`config.mk`:
```
export PLATFORM = sky130hd
export DESIGN_NAME = unsigned_integer_text_parser_core
export DESIGN_NICKNAME = d
export VERILOG_FILES = /design/src/uitp_pkg.sv /design/src/uitp_step.sv /design/src/unsigned_integer_text_parser_core.sv
export SDC_FILE = /design/constraint.sdc
export NUM_CORES = 1
export LEC_CHECK = 0
export BUFFER_PORTS_ARGS = -buffer_cell sky130_fd_sc_hd__buf_2
export CELL_PAD_IN_SITES_DETAIL_PLACEMENT = 1
export CELL_PAD_IN_SITES_GLOBAL_PLACEMENT = 2
export CORE_ASPECT_RATIO = 0.9
export CORE_MARGIN = 2
export CORE_UTILIZATION = 30
export DETAILED_ROUTE_END_ITERATION = 10
export PLACE_DENSITY = 0.68
export SLEW_MARGIN = 30
export SYNTH_ARGS = -nofsm -noshare
export SYNTH_HDL_FRONTEND = slang
export SYNTH_SLANG_ARGS = --single-unit
```
`constraint.sdc`:
```
create_clock -name clk -period 5 [get_ports clk]
set_clock_uncertainty 0.2 [all_clocks]
set_input_delay 0.25 -clock clk [delete_from_list [all_inputs] [get_ports clk]]
set_output_delay 0.25 -clock clk [all_outputs]
set_load 0.01 [all_outputs]
```
`src/uitp_pkg.sv`:
```
// ----------------------------------------------------------------------------
// uitp_pkg
// Types and constants shared by the unsigned integer text parser.
// ----------------------------------------------------------------------------
package uitp_pkg;

	localparam int COUNT_BITS = 16;
	localparam int OUT_COUNT_BITS = 16;
	localparam logic [COUNT_BITS-1:0] COUNT_MAX = {COUNT_BITS{1'b1}};

	localparam logic [31:0] DEC_LIMIT = 32'd429496729;
	localparam logic [3:0] DEC_LAST = 4'd5;
	localparam logic [31:0] HEX_LIMIT = 32'h0FFF_FFFF;

	localparam logic [7:0] CH_0 = 8'h30;
	localparam logic [7:0] CH_9 = 8'h39;
	localparam logic [7:0] CH_UA = 8'h41;
	localparam logic [7:0] CH_UF = 8'h46;
	localparam logic [7:0] CH_LA = 8'h61;
	localparam logic [7:0] CH_LF = 8'h66;

	typedef enum logic [1:0] {
		ST_OK = 2'd0,
		ST_BAD_FIRST = 2'd1,
		ST_OVERFLOW = 2'd2,
		ST_EMPTY = 2'd3
	} status_t;

	// Parser state carried between characters of one string
	typedef struct packed {
		logic [31:0] accumulator;
		logic [COUNT_BITS-1:0] char_index;
		logic stopped;
		status_t latched_status;
		logic hex_mode;
		logic [COUNT_BITS-1:0] overflow_index;
	} pstate_t;

	typedef struct packed {
		status_t status;
		logic [31:0] value;
		logic [OUT_COUNT_BITS-1:0] consumed;
		logic [OUT_COUNT_BITS-1:0] error_position;
	} result_t;

endpackage

```
`src/uitp_step.sv`:
```
// ----------------------------------------------------------------------------
// uitp_step
// Combinational update of the parser state for one character or end request.
// ----------------------------------------------------------------------------
module uitp_step (
	input  uitp_pkg::pstate_t cur,
	input  logic              kind,
	input  logic [7:0]        char_code,
	input  logic              is_end,
	output uitp_pkg::pstate_t nxt,
	output uitp_pkg::result_t res
);
	import uitp_pkg::*;

	logic first;
	logic hex;
	logic dig_ok;
	logic [3:0] dig;
	logic ovf;
	logic [31:0] acc_dec;
	logic [31:0] acc_hex;
	status_t st_end;
	logic [COUNT_BITS+OUT_COUNT_BITS-1:0] idx_ext;
	logic [COUNT_BITS+OUT_COUNT_BITS-1:0] ovf_ext;

	assign first = !cur.stopped && (cur.char_index == '0);
	assign hex = first ? kind : cur.hex_mode;

	always_comb begin
		dig_ok = 1'b0;
		dig = 4'd0;
		if (char_code >= CH_0 && char_code <= CH_9) begin
			dig_ok = 1'b1;
			dig = 4'(char_code - CH_0);
		end else if (hex && char_code >= CH_UA && char_code <= CH_UF) begin
			dig_ok = 1'b1;
			dig = 4'(char_code - CH_UA + 8'd10);
		end else if (hex && char_code >= CH_LA && char_code <= CH_LF) begin
			dig_ok = 1'b1;
			dig = 4'(char_code - CH_LA + 8'd10);
		end
	end

	// x10 as shift-and-add; the overflow check guarantees no wrap when used
	assign acc_dec = (cur.accumulator << 3) + (cur.accumulator << 1) + 32'(dig);
	assign acc_hex = {cur.accumulator[27:0], dig};

	assign ovf = hex ? (cur.accumulator > HEX_LIMIT)
		: ((cur.accumulator > DEC_LIMIT) || (cur.accumulator == DEC_LIMIT && dig > DEC_LAST));

	always_comb begin
		nxt = cur;
		if (is_end) begin
			nxt = '0;
		end else if (!cur.stopped) begin
			nxt.hex_mode = hex;
			if (!dig_ok) begin
				nxt.stopped = 1'b1;
				nxt.latched_status = first ? ST_BAD_FIRST : ST_OK;
			end else if (ovf) begin
				nxt.stopped = 1'b1;
				nxt.latched_status = ST_OVERFLOW;
				nxt.overflow_index = cur.char_index;
			end else begin
				nxt.accumulator = hex ? acc_hex : acc_dec;
				if (cur.char_index != COUNT_MAX)
					nxt.char_index = cur.char_index + 1'b1;
			end
		end
	end

	assign st_end = first ? ST_EMPTY : cur.latched_status;
	assign idx_ext = {{OUT_COUNT_BITS{1'b0}}, cur.char_index};
	assign ovf_ext = {{OUT_COUNT_BITS{1'b0}}, cur.overflow_index};

	always_comb begin
		res.status = st_end;
		res.value = (st_end == ST_OK) ? cur.accumulator : '0;
		res.consumed = (st_end == ST_OK) ? idx_ext[OUT_COUNT_BITS-1:0] : '0;
		res.error_position = (st_end == ST_OVERFLOW) ? ovf_ext[OUT_COUNT_BITS-1:0] : '0;
	end

endmodule

```
`src/unsigned_integer_text_parser_core.sv`:
```
// ----------------------------------------------------------------------------
// unsigned_integer_text_parser_core
// Parses a decimal or hex character stream into a 32-bit unsigned value.
// ----------------------------------------------------------------------------
// Input stream: one character per request in s_tdata, radix in s_tuser
// (taken from the first request of a string), s_tlast marks the end request,
// which carries no character. Each string produces exactly one result on the
// output stream, on its end request: status in m_tuser, value, digit count
// and overflow position in m_tdata.
// A request is first held in the input register; the result of an end request
// is then registered in the output register, which drives m_tvalid.
// Throughput: one request per cycle while s_tready is high, set by the
// combinational multiply-and-compare between input register and parser state.
// When the receiver stalls, the result is held in the output register and
// character requests keep flowing, as they produce no result, until the next
// end request reaches the input register; it waits there and s_tready drops.
// Reset clears the parser state and both valid flags; the first request
// after reset starts a new string.
// ----------------------------------------------------------------------------
module unsigned_integer_text_parser_core (
	input  logic        clk,
	input  logic        arst_n,
	input  logic        s_tvalid,
	output logic        s_tready,
	input  logic [7:0]  s_tdata,   // [7:0] char_code
	input  logic        s_tuser,   // [0] kind
	input  logic        s_tlast,   // is_end
	output logic        m_tvalid,
	input  logic        m_tready,
	output logic [63:0] m_tdata,   // [31:0] value, [47:32] consumed, [63:48] error_position
	output logic [1:0]  m_tuser    // [1:0] status
);
	import uitp_pkg::*;

	logic valid_s1;
	logic kind_s1;
	logic [7:0] char_s1;
	logic end_s1;

	pstate_t st_q;
	pstate_t st_nxt;
	result_t res;
	result_t res_q;
	logic out_valid_q;
	logic advance;

	assign advance = valid_s1 && (!end_s1 || !out_valid_q || m_tready);
	assign s_tready = !valid_s1 || advance;

	always_ff @(posedge clk or negedge arst_n) begin
		if (!arst_n) begin
			valid_s1 <= 1'b0;
		end else if (s_tready) begin
			valid_s1 <= s_tvalid;
		end
	end

	always_ff @(posedge clk) begin
		if (s_tready && s_tvalid) begin
			kind_s1 <= s_tuser;
			char_s1 <= s_tdata;
			end_s1 <= s_tlast;
		end
	end

	uitp_step u_step (
		.cur       (st_q),
		.kind      (kind_s1),
		.char_code (char_s1),
		.is_end    (end_s1),
		.nxt       (st_nxt),
		.res       (res)
	);

	always_ff @(posedge clk or negedge arst_n) begin
		if (!arst_n) begin
			st_q <= '0;
		end else if (advance) begin
			st_q <= st_nxt;
		end
	end

	always_ff @(posedge clk or negedge arst_n) begin
		if (!arst_n) begin
			out_valid_q <= 1'b0;
		end else if (advance && end_s1) begin
			out_valid_q <= 1'b1;
		end else if (m_tready) begin
			out_valid_q <= 1'b0;
		end
	end

	always_ff @(posedge clk) begin
		if (advance && end_s1)
			res_q <= res;
	end

	assign m_tvalid = out_valid_q;
	assign m_tuser = res_q.status;
	assign m_tdata = {res_q.error_position, res_q.consumed, res_q.value};

	// A held result never carries fields that its status rules out
	a_err_fields: assert property (@(posedge clk) disable iff (!arst_n)
		out_valid_q && res_q.status != ST_OK |-> res_q.value == '0 && res_q.consumed == '0)
		else $error("non-ok result with nonzero value or count");

	a_pos_field: assert property (@(posedge clk) disable iff (!arst_n)
		out_valid_q && res_q.status != ST_OVERFLOW |-> res_q.error_position == '0)
		else $error("error position set without overflow");

	// Empty string is only decided at the end request, never latched
	a_no_empty_latch: assert property (@(posedge clk) disable iff (!arst_n)
		st_q.latched_status != ST_EMPTY)
		else $error("empty status latched in parser state");

	a_end_clears: assert property (@(posedge clk) disable iff (!arst_n)
		advance && end_s1 |=> st_q.char_index == '0 && !st_q.stopped && m_tvalid)
		else $error("end request did not clear state or post a result");

	a_stopped_frozen: assert property (@(posedge clk) disable iff (!arst_n)
		advance && !end_s1 && st_q.stopped |=> $stable(st_q))
		else $error("state changed after parsing stopped");

endmodule
```
==> impl_metrics.ini <==
[outcome]
status = completed

[synth]
synth_cell_types = 64
yosysSeqAreaShare_pct = 48.9
synth-xor-area-share_pct = 3.29
synth_compound_area_share_pct = 14.9
synth.largest_area_cell = edfxtp_1
synth_cells = 784
synth-seq-cells = 146
ys_async_sr_fraction_pct = 47.9
syn-num-nets = 864
synthTopCellsByArea = edfxtp_1 (28%), dfrtp_1 (21%), ha_1 (9.7%)
synthSimpleGateAreaFrac_pct = 17.9
synth_edf_count = 76
netlist_area_um2 = 8250
avgSynthCellArea_um2 = 10.5
post-synth-top-area-fraction_pct = 27.7
synth-adder-area-share_pct = 10.2
ys.flop_type = edfxtp_1
synth_top_family_by_area = simple AND/OR/NAND/NOR gates
yosys_warnings = 0
muxShareOfSynthArea_pct = 1.90

[timing]
relSlewSlack_pct = 47.0
fin_crit_ns = 4.73
tightestPinTransition_ns = 0.795
finalMaxSlewViolations = 0
setup_violations = 0
clock.fmax_ghz = 0.212
finalCritPeriodShare_pct = 94.5
final_hold_viol_count = 0
rsz0062_at_grt = true

[floorplanning]
initial_core_util_pct = 30.5
core_um2 = 27000
core.rowCount = 57
dieArea_um2 = 28800
die_w_um = 179
ios = 82
die_h_um = 161

[global_routing]
grt_pass1_vias = 6690
grt_max_degree = 71
overflow = 0
antenna_found_initial = 0
grtUsageTotal_pct = 17.2
grt_pass1_wl_mm = 38.3

[route]
final_antenna_net_count = 0
routed_wl_mm = 23.5
drc_errors = 0
vias = 6432
viasPerCell = 5.06
first_pass_iters = 4
avgRoutedWirePerCell_um = 18.5
first_iter_violations = 356

[clock_network]
cts_max_level = 4
numCtsBuffers = 17
root_buffer = clkbuf_16
cts_sinks = 146
path_clk_slew_ns = 0.07
clk_latency_ns = 0.43
cts_tree = built
cts_buffer_depth = 2

[place]
dp.cells = 1223
place_area_um2 = 9260
placement.io_buffers = 81
post-dp-hpwl_mm = 16.5
globalplace.congestion = 0.829

[layout]
final_cell_mix = buf_2 (81), edfxtp_1 (76), dfrtp_1 (70), ha_1 (64)
design_area_um2 = 10100
fill_cells = 3032
drive_above_1_share_pct = 20.0
area_growth_pct = 22.3
fin_cells = 1271
multi_input_area_um2 = 4060
ff_latch_area_um2 = 4030
nets = 983
final_common_cell = buf_2

[worst_setup_path]
cp-start-kind = flip-flop
required_ns = 5.10
arrival_ns = 4.82
crit_type = reg2reg
critPathMaxFanout = 5
crit_path_end_kind = flip-flop

[pwr]
ir_worst_vdd_mv = 0.210
p_leak_nw = 4.49
power_density_nw_per_um2 = 327

[hold_path]
hold_path_class = in2async

[run]
cap_violations = 0
-- layout make-up --
cell class	count	area share (%)
timing repair buffer	132	8.39
tap	354	4.39
multi-input combinational	581	40.2
clock inverter	15	1.86
clock buffer	17	4.21
inverter	25	0.929
sequential	146	40.0
antenna	1	0.0248
-- per-layer routing --
metal,GRT usage (%),part of all wire (%)
met5,0,0
met4,4.43,0.96
met3,2.35,2.5
met2,25.2,43
met1,26.4,54
-- worst max-delay path, cell delays in order, from the launching register on --
cell and delay [ns]:
dfrtp_1 0.44, nor4_2 0.39, nand4_2 0.18, mux2i_2 0.22, nor3_2 0.23, nor2_1 0.10
fa_1 0.56, inv_1 0.06, ha_1 0.31, a211oi_2 0.27, nor2_1 0.10, o31a_1 0.27
or2_2 0.30, a21o_1 0.17, a31o_2 0.23, a211oi_1 0.24, a2bb2oi_1 0.20, o21ai_0 0.11
-- sequential cells by signal (all words and copies together) (netlist names) --
signal and count:
m_tdata 64, end_s1 1, m_tvalid 1, kind_s1 1
char_s1 8, m_tuser 2, valid_s1 1, st_q 68
-- synthesized netlist by cell type, drive strengths merged (3+ instances only) --
cell type	n
nand2	60
o21ai	45
a21o	16
or3	7
clkbuf	22
nor3	22
buf	10
a31oi	4
dfrtp	70
a211oi	7
nand3	19
edfxtp	76
nand4	7
nor3b	6
xor2	10
a221oi	3
o221ai	4
and2	60
and3	4
mux2i	13
nor2b	4
o22ai	3
nand2b	11
or4	3
a22o	16
xnor2	21
o21a	4
o31a	3
o31ai	16
or2	6
inv	25
nor4	10
a21oi	49
nor2	55
ha	64
nor4b	3
o21bai	3
-- cell families (layout without fill, tap and decap cells) --
family	count (synthesis)	after routing
AO/OA/AOI/OAI	187	187
XOR/XNOR	31	31
adder cells (fa/ha/maj)	66	66
buffers and inverters	57	189
flip-flops	146	146
multiplexers	15	15
other	0	1
AND/OR/NAND/NOR	282	282
-- power by group --
group          internal [mW]  switching (mW)  total [mW]  leakage [nW]
registers               1.33          0.0640        1.40          1.70
logic                  0.182           0.358       0.540          2.48
clock network          0.764           0.600        1.36         0.304
-- stage by stage --
stage	setup slack [ns]	TNS (ns)	total power, mW	util (%)	hold slack (ns)
6_report	0.274	0	3.30	37.4	0.286
3_3_place_gp	0.250	0	1.96	34.3	0.228
3_5_place_dp	0.0275	0	1.96	34.3	0.229
4_1_cts	0.000317	0	3.35	37.1	0.293
5_1_grt	-0.0935	-0.300	3.46	37.3	0.316
2_1_floorplan	0.272	0	1.73	-	-0.246
-- final timing paths --
kind	slack, ns	end	depth (start not counted)	start
worst min register to register	0.29	st_q[15]	2	st_q[15]
worst min-delay path	0.29	st_q[7]	3	arst_n
worst max register to register	0.27	st_q[55]	17	st_q[28]
worst max-delay path	0.27	st_q[55]	17	st_q[28]
min in group clk	0.29	st_q[15]	2	st_q[15]
max in group asynchronous	3.81	st_q[53]	3	arst_n
-- timing repair --
action                                  CTS  global route
hold buffers                             14             0
endpoints found under the setup margin    0            16
gates resized for setup                   0            12
hold endpoints to repair                 82             0
buffers inserted                          0             0
Power figures use the tool's default switching activity.
